<file path="src/lqrsf_pkg.sv">
// Shared types, constants and gain/reference/trim tables for the LQR state-feedback block.
package lqrsf_pkg;

    localparam int NUM_STATES  = 16;
    localparam int NUM_DRIVES  = 6;
    localparam int IDX_W       = 4;
    localparam int DRV_W       = 3;
    localparam int VAL_W       = 32;
    localparam int ACC_W       = 64;
    localparam int ROUND_SHIFT = 24;
    localparam int Q_W         = ACC_W - ROUND_SHIFT + 1;
    localparam int DRV_ADDR_W  = $clog2(NUM_DRIVES);

    localparam logic [DRV_ADDR_W-1:0] DRV_LAST = DRV_ADDR_W'(NUM_DRIVES - 1);
    localparam logic [IDX_W-1:0]      IDX_LAST = IDX_W'(NUM_STATES - 1);

    typedef logic signed [VAL_W-1:0] val_t;
    typedef logic signed [ACC_W-1:0] acc_t;

    typedef enum logic [2:0] {
        S_IDLE,
        S_READ,
        S_ACC,
        S_RND,
        S_OUT
    } fsm_t;

    typedef struct packed {
        logic                  rd_en;
        logic [DRV_ADDR_W-1:0] rd_addr;
        logic                  wr_en;
        logic [DRV_ADDR_W-1:0] wr_addr;
    } mem_req_t;

    typedef struct packed {
        logic             capture;
        logic             round_en;
        logic             load;
        logic             last;
        logic [DRV_W-1:0] index;
    } out_ctl_t;

    localparam val_t GAIN_ROM [NUM_DRIVES][NUM_STATES] = '{
        '{ -45911, 122498843, 122522331, -447414796, -335075, 1881733, -10431234, 9618546,
           -64096, 133704345, 101124669, -74958923, -94585, 1110635, 394416, -466440 },
        '{ -50374, -122498843, 122524008, 447414796, -302225, -1881733, 9711995, -10338456,
           -65045, -133702667, 101126347, 74958923, -75318, -1110551, -457917, 402821 },
        '{ 593158, -11935, 233, 94298, 4051194, 453052, 6768264, 1166688,
           804233, -17121, 196, 30447, 1117631, 422450, 714391, 24530 },
        '{ 593158, 11914, 233, -93934, 4051194, -453052, 1166771, 6768264,
           804233, 17072, 196, -30326, 1117614, -422450, 24533, 714391 },
        '{ 0, 0, 0, 0, 0, 0, 0, 0, 0, 0, 0, 0, 0, 0, 0, 0 },
        '{ 0, 0, 0, 0, 0, 0, 0, 0, 0, 0, 0, 0, 0, 0, 0, 0 }
    };

    localparam val_t XREF_ROM [NUM_STATES] = '{
        0, 0, 65536, 9, -12845, 0, 12845, 12845, 0, 0, 0, 0, 0, 0, 0, 0
    };

    localparam val_t UR_ROM [NUM_DRIVES] = '{ 541983, 540017, 5, 4, 0, 0 };

endpackage

</file>
<file path="src/lqr_state_feedback.sv">
// Top level of the LQR state-feedback regulator: control sequencer and multiply-accumulate.
//
//   channel   | direction | handshake                 | payload
//   ----------+-----------+---------------------------+---------------------------------------
//   state     | in        | state_valid / state_stall | state_index, state_value
//   drive     | out       | drive_valid / drive_stall | drive_index, drive_value, last_drive
//
// A state element passes through latching the error, priming the accumulator memory read, and
// then, for each drive in turn, the shared multiplier and a read-modify-write of the
// one-read one-write accumulator memory.
// For the element with the last index each drive goes through read, accumulate, round and load
// output in turn, back to idle after the last drive; load waits while drive_stall holds the output register.
// Reset clears all accumulators at once through per-entry valid bits; no clearing pass.
module lqr_state_feedback (
    input  logic                               clk,
    input  logic                               rst_n,
    input  logic                               state_valid,
    output logic                               state_stall,
    input  logic [lqrsf_pkg::IDX_W-1:0]        state_index,
    input  logic signed [lqrsf_pkg::VAL_W-1:0] state_value,
    output logic                               drive_valid,
    input  logic                               drive_stall,
    output logic [lqrsf_pkg::DRV_W-1:0]        drive_index,
    output logic signed [lqrsf_pkg::VAL_W-1:0] drive_value,
    output logic                               last_drive
);
    import lqrsf_pkg::*;

    fsm_t                  state_reg, state_next;
    logic [IDX_W-1:0]      idx_reg;
    logic                  emit_reg, emit_next;
    val_t                  err_reg, err_next;
    logic [DRV_ADDR_W-1:0] d_reg, d_next;
    acc_t                  prod_reg;
    acc_t                  prod_next;
    logic signed [VAL_W:0] diff;
    mem_req_t              mem_req;
    acc_t                  wr_data;
    acc_t                  rd_data;
    logic signed [ACC_W:0] sum_full;
    acc_t                  sum_sat;
    out_ctl_t              out_ctl;
    logic                  out_free;
    logic                  in_take;

    assign in_take = state_valid && !state_stall;
    assign state_stall = (state_reg != S_IDLE);

    assign diff = (VAL_W+1)'(state_value) - (VAL_W+1)'(XREF_ROM[state_index]);

    always_comb
    begin
        if (diff[VAL_W] != diff[VAL_W-1])
        begin
            err_next = diff[VAL_W] ? {1'b1, {(VAL_W-1){1'b0}}} : {1'b0, {(VAL_W-1){1'b1}}};
        end
        else
        begin
            err_next = diff[VAL_W-1:0];
        end
    end

    assign prod_next = err_reg * GAIN_ROM[mem_req.rd_addr][idx_reg];

    assign sum_full = (ACC_W+1)'(rd_data) + (ACC_W+1)'(prod_reg);

    always_comb
    begin
        if (sum_full[ACC_W] != sum_full[ACC_W-1])
        begin
            sum_sat = sum_full[ACC_W] ? {1'b1, {(ACC_W-1){1'b0}}} : {1'b0, {(ACC_W-1){1'b1}}};
        end
        else
        begin
            sum_sat = sum_full[ACC_W-1:0];
        end
    end

    always_ff @(posedge clk or negedge rst_n)
    begin
        if (!rst_n)
        begin
            state_reg <= S_IDLE;
            d_reg     <= '0;
            emit_reg  <= 1'b0;
        end
        else
        begin
            state_reg <= state_next;
            d_reg     <= d_next;
            emit_reg  <= emit_next;
        end
    end

    always_ff @(posedge clk)
    begin
        if (in_take)
        begin
            idx_reg <= state_index;
            err_reg <= err_next;
        end
        if (mem_req.rd_en)
        begin
            prod_reg <= prod_next;
        end
    end

    always_comb
    begin
        state_next      = state_reg;
        d_next          = d_reg;
        emit_next       = emit_reg;
        mem_req.rd_en   = 1'b0;
        mem_req.rd_addr = d_reg;
        mem_req.wr_en   = 1'b0;
        mem_req.wr_addr = d_reg;
        wr_data         = sum_sat;
        out_ctl.capture  = 1'b0;
        out_ctl.round_en = 1'b0;
        out_ctl.load     = 1'b0;
        out_ctl.last     = (d_reg == DRV_LAST);
        out_ctl.index    = DRV_W'(d_reg);
        unique case (state_reg)
            S_IDLE:
            begin
                if (in_take && ({1'b0, state_index} < (IDX_W+1)'(NUM_STATES)))
                begin
                    emit_next  = (state_index == IDX_LAST);
                    d_next     = '0;
                    state_next = S_READ;
                end
            end
            S_READ:
            begin
                mem_req.rd_en = 1'b1;
                state_next    = S_ACC;
            end
            S_ACC:
            begin
                mem_req.wr_en = 1'b1;
                if (emit_reg)
                begin
                    wr_data         = '0;
                    out_ctl.capture = 1'b1;
                    state_next      = S_RND;
                end
                else if (d_reg == DRV_LAST)
                begin
                    state_next = S_IDLE;
                end
                else
                begin
                    mem_req.rd_en   = 1'b1;
                    mem_req.rd_addr = d_reg + 1'b1;
                    d_next          = d_reg + 1'b1;
                end
            end
            S_RND:
            begin
                out_ctl.round_en = 1'b1;
                state_next       = S_OUT;
            end
            S_OUT:
            begin
                if (out_free)
                begin
                    out_ctl.load = 1'b1;
                    if (d_reg == DRV_LAST)
                    begin
                        state_next = S_IDLE;
                    end
                    else
                    begin
                        d_next     = d_reg + 1'b1;
                        state_next = S_READ;
                    end
                end
            end
            default:
            begin
                state_next = S_IDLE;
            end
        endcase
    end

    lqrsf_acc_mem u_acc_mem (
        .clk     (clk),
        .rst_n   (rst_n),
        .req     (mem_req),
        .wr_data (wr_data),
        .rd_data (rd_data)
    );

    lqrsf_drive_out u_drive_out (
        .clk         (clk),
        .rst_n       (rst_n),
        .ctl         (out_ctl),
        .sum         (sum_sat),
        .out_free    (out_free),
        .drive_valid (drive_valid),
        .drive_stall (drive_stall),
        .drive_index (drive_index),
        .drive_value (drive_value),
        .last_drive  (last_drive)
    );

    a_no_same_entry: assert property (@(posedge clk) disable iff (!rst_n)
        mem_req.wr_en && mem_req.rd_en |-> mem_req.wr_addr != mem_req.rd_addr)
        else $error("accumulator read and write hit the same entry");

    a_last_flag: assert property (@(posedge clk) disable iff (!rst_n)
        drive_valid |-> last_drive == (drive_index == DRV_W'(DRV_LAST)))
        else $error("last_drive does not match the final drive index");

    a_busy_after_take: assert property (@(posedge clk) disable iff (!rst_n)
        in_take && ({1'b0, state_index} < (IDX_W+1)'(NUM_STATES)) |=> state_stall)
        else $error("no busy after accepting a state element");

    a_load_when_free: assert property (@(posedge clk) disable iff (!rst_n)
        out_ctl.load |-> out_free)
        else $error("output register overwritten while held");

endmodule

</file>
<file path="src/lqrsf_acc_mem.sv">
// Drive accumulator memory with registered read and per-entry valid bits.
module lqrsf_acc_mem (
    input  logic               clk,
    input  logic               rst_n,
    input  lqrsf_pkg::mem_req_t req,
    input  lqrsf_pkg::acc_t     wr_data,
    output lqrsf_pkg::acc_t     rd_data
);
    import lqrsf_pkg::*;

    acc_t                  mem [NUM_DRIVES];
    logic [NUM_DRIVES-1:0] valid_reg;
    acc_t                  rd_data_reg;
    logic                  rd_hit_reg;

    always_ff @(posedge clk)
    begin
        if (req.wr_en)
        begin
            mem[req.wr_addr] <= wr_data;
        end
        if (req.rd_en)
        begin
            rd_data_reg <= mem[req.rd_addr];
        end
    end

    always_ff @(posedge clk or negedge rst_n)
    begin
        if (!rst_n)
        begin
            valid_reg  <= '0;
            rd_hit_reg <= 1'b0;
        end
        else
        begin
            if (req.wr_en)
            begin
                valid_reg[req.wr_addr] <= 1'b1;
            end
            if (req.rd_en)
            begin
                rd_hit_reg <= valid_reg[req.rd_addr];
            end
        end
    end

    assign rd_data = rd_hit_reg ? rd_data_reg : '0;

endmodule

</file>
<file path="src/lqrsf_drive_out.sv">
// Drive rounding, trim subtraction, saturation and output register.
module lqrsf_drive_out (
    input  logic                              clk,
    input  logic                              rst_n,
    input  lqrsf_pkg::out_ctl_t               ctl,
    input  lqrsf_pkg::acc_t                   sum,
    output logic                              out_free,
    output logic                              drive_valid,
    input  logic                              drive_stall,
    output logic [lqrsf_pkg::DRV_W-1:0]       drive_index,
    output logic signed [lqrsf_pkg::VAL_W-1:0] drive_value,
    output logic                              last_drive
);
    import lqrsf_pkg::*;

    acc_t                    sum_reg;
    logic signed [Q_W-1:0]   q_reg;
    logic signed [Q_W-1:0]   q_next;
    logic signed [Q_W:0]     u_full;
    val_t                    u_sat;
    logic [DRV_ADDR_W-1:0]   ur_addr;
    logic                    valid_reg;
    logic [DRV_W-1:0]        index_reg;
    val_t                    value_reg;
    logic                    last_reg;

    assign q_next = Q_W'(sum_reg >>> ROUND_SHIFT) + Q_W'(sum_reg[ROUND_SHIFT-1]);

    assign ur_addr = ctl.index[DRV_ADDR_W-1:0];

    always_comb
    begin
        u_full = (Q_W+1)'(UR_ROM[ur_addr]) - (Q_W+1)'(q_reg);
        if (u_full > (Q_W+1)'(signed'({1'b0, {(VAL_W-1){1'b1}}})))
        begin
            u_sat = {1'b0, {(VAL_W-1){1'b1}}};
        end
        else if (u_full < -(Q_W+1)'(signed'({1'b0, 1'b1, {(VAL_W-1){1'b0}}})))
        begin
            u_sat = {1'b1, {(VAL_W-1){1'b0}}};
        end
        else
        begin
            u_sat = u_full[VAL_W-1:0];
        end
    end

    always_ff @(posedge clk)
    begin
        if (ctl.capture)
        begin
            sum_reg <= sum;
        end
        if (ctl.round_en)
        begin
            q_reg <= q_next;
        end
        if (ctl.load)
        begin
            index_reg <= ctl.index;
            value_reg <= u_sat;
            last_reg  <= ctl.last;
        end
    end

    always_ff @(posedge clk or negedge rst_n)
    begin
        if (!rst_n)
        begin
            valid_reg <= 1'b0;
        end
        else if (ctl.load)
        begin
            valid_reg <= 1'b1;
        end
        else if (!drive_stall)
        begin
            valid_reg <= 1'b0;
        end
    end

    assign out_free    = !valid_reg || !drive_stall;
    assign drive_valid = valid_reg;
    assign drive_index = index_reg;
    assign drive_value = value_reg;
    assign last_drive  = last_reg;

endmodule

</file>
<file path="config.mk">
export PLATFORM = sky130hd
export DESIGN_NAME = lqr_state_feedback
export DESIGN_NICKNAME = d
export VERILOG_FILES = /design/src/lqrsf_pkg.sv /design/src/lqr_state_feedback.sv /design/src/lqrsf_acc_mem.sv /design/src/lqrsf_drive_out.sv
export SDC_FILE = /design/constraint.sdc
export NUM_CORES = 2
export LEC_CHECK = 0
export BUFFER_PORTS_ARGS = -buffer_cell sky130_fd_sc_hd__buf_2
export CORE_ASPECT_RATIO = 1.5
export CORE_UTILIZATION = 45
export DETAILED_ROUTE_END_ITERATION = 8
export PLACE_DENSITY = 0.68
export SLEW_MARGIN = 20
export SYNTH_ARGS = -nofsm -noshare
export SYNTH_HDL_FRONTEND = slang
export SYNTH_SLANG_ARGS = --single-unit
</file>
<file path="constraint.sdc">
create_clock -name clk -period 21.7 [get_ports clk]
set_input_delay 3.255 -clock clk [delete_from_list [all_inputs] [get_ports clk]]
set_output_delay 3.255 -clock clk [all_outputs]
set_load 0.02 [all_outputs]
</file>
---- Yosys cells after proc, flatten, opt, wreduce, memory -nomap -nowiden ----
Memory sizes are Yosys's and may differ from the RTL's. A register that Yosys moved wholly into a read port is not among the register bits.
Index checks and enable logic that the tools add are counted.
word-level totals
  ROM bits ................................ 4864
  output and inout port bits .............. 38
  bits of input ports ..................... 40
  flip-flop bits (word level) ............. 256
  RAM bits ................................ 384
  memories ................................ 4
  logic and storage cells ................. 108
operators by class
  add/subtract/negate cells ............... 5
  equal/unequal tests ..................... 13
  reductions and logical operators ........ 12
  magnitude comparators ................... 9
  muxes and demuxes ....................... 45
  $mul .................................... 1
  bitwise operators ....................... 5
memories
  name             depth  width  rd ports  clocked after memory_dff  write ports  line                      RTL
  (no name shown)  8      512    1         0                         0            lqr_state_feedback.sv:63  assign prod_next = err_reg * GAIN_ROM[mem_req.rd_addr][idx_reg];
  (no name shown)  16     32     1         0                         0            lqr_state_feedback.sv:49  assign diff = (VAL_W+1)'(state_value) - (VAL_W+1)'(XREF_ROM[state_index]);
  u_acc_mem.mem    6      64     1         1                         1            lqrsf_acc_mem.sv:11       acc_t mem [NUM_DRIVES];
  (no name shown)  8      32     1         0                         0            lqrsf_drive_out.sv:33     u_full = (Q_W+1)'(UR_ROM[ur_addr]) - (Q_W+1)'(q_reg);
operators by type and width
  cell                    count
  $mux W512               2
  $mux W64                5
  $mux W32                9
  $bmux W32 S4            1
  $add A64 B64 Y65        1
  $mul A32 B32 Y64        1
  $gt A42 B32 Y1 const B  1
  $lt A42 B32 Y1 const B  1
  $sub A32 B41 Y42        1
  $add A40 B1 Y41         1
  $sub A32 B32 Y33        1
  $mux W3                 8
  $pmux W3 S5             1
  $mux W1                 12
  $mux W4                 3
  $ge A5 B5 Y1 const B    2
  $not A4 Y5              2
  $pmux W3 S3             1
  $ge A4 B4 Y1 const B    2
  $lt A3 B4 Y1 const B    2
  $not A3 Y4              2
  $eq A3 B2 Y1 const B    2
  $eq A3 B3 Y1 const B    2
  $ne A2 B2 Y1 const B    3
  19 further kinds        24

---- Longest topological paths before layout ----
  word-level depth ........................ 12
  mapped depth ............................ 48
  mapped depth without buffers ............ 43

---- Cells and area by module ----
A second synthesis with hierarchy kept.
unflattened totals
  cell total of the unflattened synthesis .. 6889
  area, all modules ....................... 73112.6 um2
by module, submodules not included
  module              seq. area each (um2)  times used  area an instance (um2)  cells each
  lqr_state_feedback  3178.0                1           48733.0                 5435
  lqrsf_acc_mem       13628.1               1           17121.4                 839
  lqrsf_drive_out     3568.4                1           7258.2                  615

---- Worst setup path after synthesis ----
Ideal clock, no wire load.
  kind .................................... reg2reg
  from .................................... register d_reg[1]
  to ...................................... register prod_reg[63], data pin
  clock period less this slack ............ 11.328 ns
  buffers on the path ..................... 7
  setup time .............................. 0.263 ns
  stages on the path, launching flop included .. 42
  path slack .............................. 10.372 ns
  required time ........................... 21.437 ns
  data arrival time ....................... 11.065 ns
  cells stage by stage .................... dfrtp_1 inv_1 ha_1 nand2_1 inv_1 o21ai_1 and2_1 buf_2 inv_1 clkbuf_1 clkbuf_1 clkbuf_1 ha_1 buf_2 nor2_1 and3_1 a21oi_1 o22ai_1 (+6 left out) fa_1 fa_1 inv_1 fa_1 inv_1 fa_1 fa_1 fa_1 ha_1 clkbuf_1 a21o_1 a21o_1 a221oi_1 o21ai_0 or4b_2 nand2_1 o21ai_0 xor2_1
RTL lines
  what                      line                       RTL
  start: declaration        lqr_state_feedback.sv:33   logic [DRV_ADDR_W-1:0] d_reg, d_next;
  start signal: assignment  lqr_state_feedback.sv:90   d_reg <= d_next;
  end signal: assignment    lqr_state_feedback.sv:104  prod_reg <= prod_next;
  end: declaration          lqr_state_feedback.sv:34   acc_t prod_reg;

==> results.sh <==
export IMPL_synth_compound_area_share_pct=9.73
export IMPL_syn_nets=8772
export IMPL_endpoint_kind="register"
export IMPL_cts_made_buffers=68
export IMPL_row_count=180
export IMPL_coreArea_um2=160000
export IMPL_clock_latency_ps=690
export IMPL_groute_usage_overall_pct=26.1
export IMPL_required_ps=22110
export IMPL_dpl_hpwl_um=151000
export IMPL_dp_cells=9183
export IMPL_largest_register_ff_count=384
export IMPL_first_pass_iters=6
export IMPL_hold_buffers=0
export IMPL_drtIter0Drc=3824
export IMPL_grt_overflow=0
export IMPL_htree_levels=3
export IMPL_yosys_area_share_xor_xnor_pct=2.85
export IMPL_max_stage_delay_ps=1000
export IMPL_top_layer="met5"
export IMPL_skew_ps=40.1
export IMPL_met3WireLength_um=13100
export IMPL_slowest_stage="fa_1"
export IMPL_clk_path_buf_depth=3
export IMPL_syn_inst=7306
export IMPL_worst_pin_slew_ps=1130
export IMPL_wl_per_cell_um=22.3
export IMPL_synth_edff_count=666
export IMPL_vias=52867
export IMPL_setup_violations=0
export IMPL_stdcell_count=9309
export IMPL_placed_area_um2=75100
export IMPL_portBuffers=77
export IMPL_drt_met1_wl_um=74500
export IMPL_nets=8628
export IMPL_synth_area_um2=72600
export IMPL_dieWidth_um=330
export IMPL_cts_tree="done"
export IMPL_synth_adder_area_share_pct=36.2
export IMPL_ys_warn_count=0
export IMPL_avgViaCountPerCell=5.68
export IMPL_maxSlewHeadroom_pct=24.7
export IMPL_synth_mux_area_share_pct=0.133
export IMPL_chipHeight_um=494
export IMPL_outcome="finished, final reports clean"
export IMPL_synth_top_family_by_area="adder cells"
export IMPL_syn_area_per_cell_um2=9.94
export IMPL_die_area_um2=163000
export IMPL_yosysTopAreaCell="fa_1"
export IMPL_final_layout_size_suffix_gt1_share_pct=5.38
export IMPL_cts_setup_buffers=0
export IMPL_wl_um=208000
export IMPL_synth_main_ff_cell="edfxtp_1"
export IMPL_period_needed_ps=13390
export IMPL_post_route_period_util_pct=61.7
export IMPL_max_freq_mhz=74.7
export IMPL_synth_async_reset_ratio_pct=2.20
export IMPL_hp_class="register to register"
export IMPL_post_route_drc_count=0
export IMPL_area_delta_synth_final_pct=6.56
export IMPL_io_pins=78
export IMPL_grt_pass1_wl_um=324000
export IMPL_final_area_um2=77400
export IMPL_clock_sinks=681
export IMPL_synthSimpleGateAreaFrac_pct=15.3
export IMPL_synth_cell_type_count=105
export IMPL_ys_seq_area_share_pct=28.0
export IMPL_synth_top_area_share_pct=29.9
export IMPL_worstSetupPathType="register to register"
export IMPL_fillCellCount=14728
export IMPL_slew_violations=0
export IMPL_grt_max_degree=79
export IMPL_met2_wirelength_um=108000
export IMPL_ant_nets=0
export IMPL_cpMostUsedCell="fa_1"
export IMPL_gp_congestion=0.969
export IMPL_cp_start_kind="register"
export IMPL_synth_area_top_cells="fa_1 30%, edfxtp_1 28%, ha_1 5.9%, nand2_1 5.6%, inv_1 5.5%"
export IMPL_drv_cap=0
export IMPL_tns_ps=0
export IMPL_rsz0062_at_grt="false"
export IMPL_ys_seq_elements=681
export IMPL_grt_antenna_before_repair=3
export IMPL_layout_commonest_cell="fa_1"
export IMPL_arrival_ps=13800
export IMPL_start_util_pct=45.3
export IMPL_cts_root_buf="clkbuf_16"
export IMPL_grt_pass1_vias=57211
export IMPL_final_cell_mix="1084 x fa_1, 1079 x nand2_1, 1065 x inv_1, 666 x edfxtp_1, 477 x and2_1"
export IMPL_hold_violations=0
export IMPL_ctsResizeCount=0
export IMPL_whs_ps=470
export IMPL_clk_pin_slew_ps=60
export IMPL_worstPathMaxFanout=73
==> path summary, 6_finish.rpt <==
| path | cells after the start | from | endpoint | slack [ps] |
|---|---|---|---|---|
| max reg2reg | 37 | d_reg[1] | prod_reg[63] | 8310 |
| max in group asynchronous | 1 | rst_n | u_acc_mem.rd_hit_reg | 18920 |
| min | 1 | u_acc_mem.valid_reg[4] | u_acc_mem.valid_reg[4] | 470 |
| max | 37 | d_reg[1] | prod_reg[63] | 8310 |
| min in group asynchronous | 1 | rst_n | emit_reg | 2490 |
| min reg2reg | 1 | u_acc_mem.valid_reg[4] | u_acc_mem.valid_reg[4] | 470 |
==> worst max-delay path: cells and delay by family (launching register included) <==
family / cells / cell delay (ps)
and+or+nand+nor: 8 / 2610
xor gates and xnor gates: 1 / 180
AOI/OAI and AO/OA: 8 / 1620
adders and majority gates: 11 / 5700
DFF: 1 / 510
buffers and inverters: 9 / 2410
==> cell type report <==
class | count | area, µm² | area share [%]
multi-input cells | 5161 | 47000 | 60.7
flip-flops and latches | 681 | 20400 | 26.3
inverters | 1068 | 4010 | 5.19
well taps | 2093 | 2620 | 3.38
clock buffers | 75 | 1750 | 2.26
repair buffers | 182 | 1200 | 1.55
clock inverters | 47 | 492 | 0.635
diodes | 2 | 5.00 | 0.00647
==> synthesized netlist by cell type, types with 141 or more instances <==
cell,instances
clkbuf_1,317
xnor2_1,141
inv_1,1067
fa_1,1084
ha_1,342
nor2_1,242
a21oi_1,370
o21ai_0,237
nand3_1,176
and2_1,478
edfxtp_1,666
nand2_1,1081
==> layer usage <==
metal  track usage, %  up-vias
met3             3.82      683
met2             47.1     2099
met1             29.4    26696
met5                0        -
met4             14.0        2
li1                 -    23387
==> cell families (layout without fill, tap and decap cells) <==
group,after synthesis,count (layout)
compound gates,1131,1131
xor+xnor,233,233
fa+ha+maj,1460,1460
buf+inv,1464,1372
flops,681,681
mux,8,8
other cells,0,2
simple gates,2329,2329
==> stage by stage <==
step	worst slack [ps]	util (%)
after CTS	8450	48.2
after global placement	8730	46.8
after floorplan	10370	-
after detailed placement	8440	46.9
final	8310	48.3
after global routing	7770	48.3
Power is not shown: default switching activity piles up to over one toggle a cycle in this logic, so the estimate is an artifact.
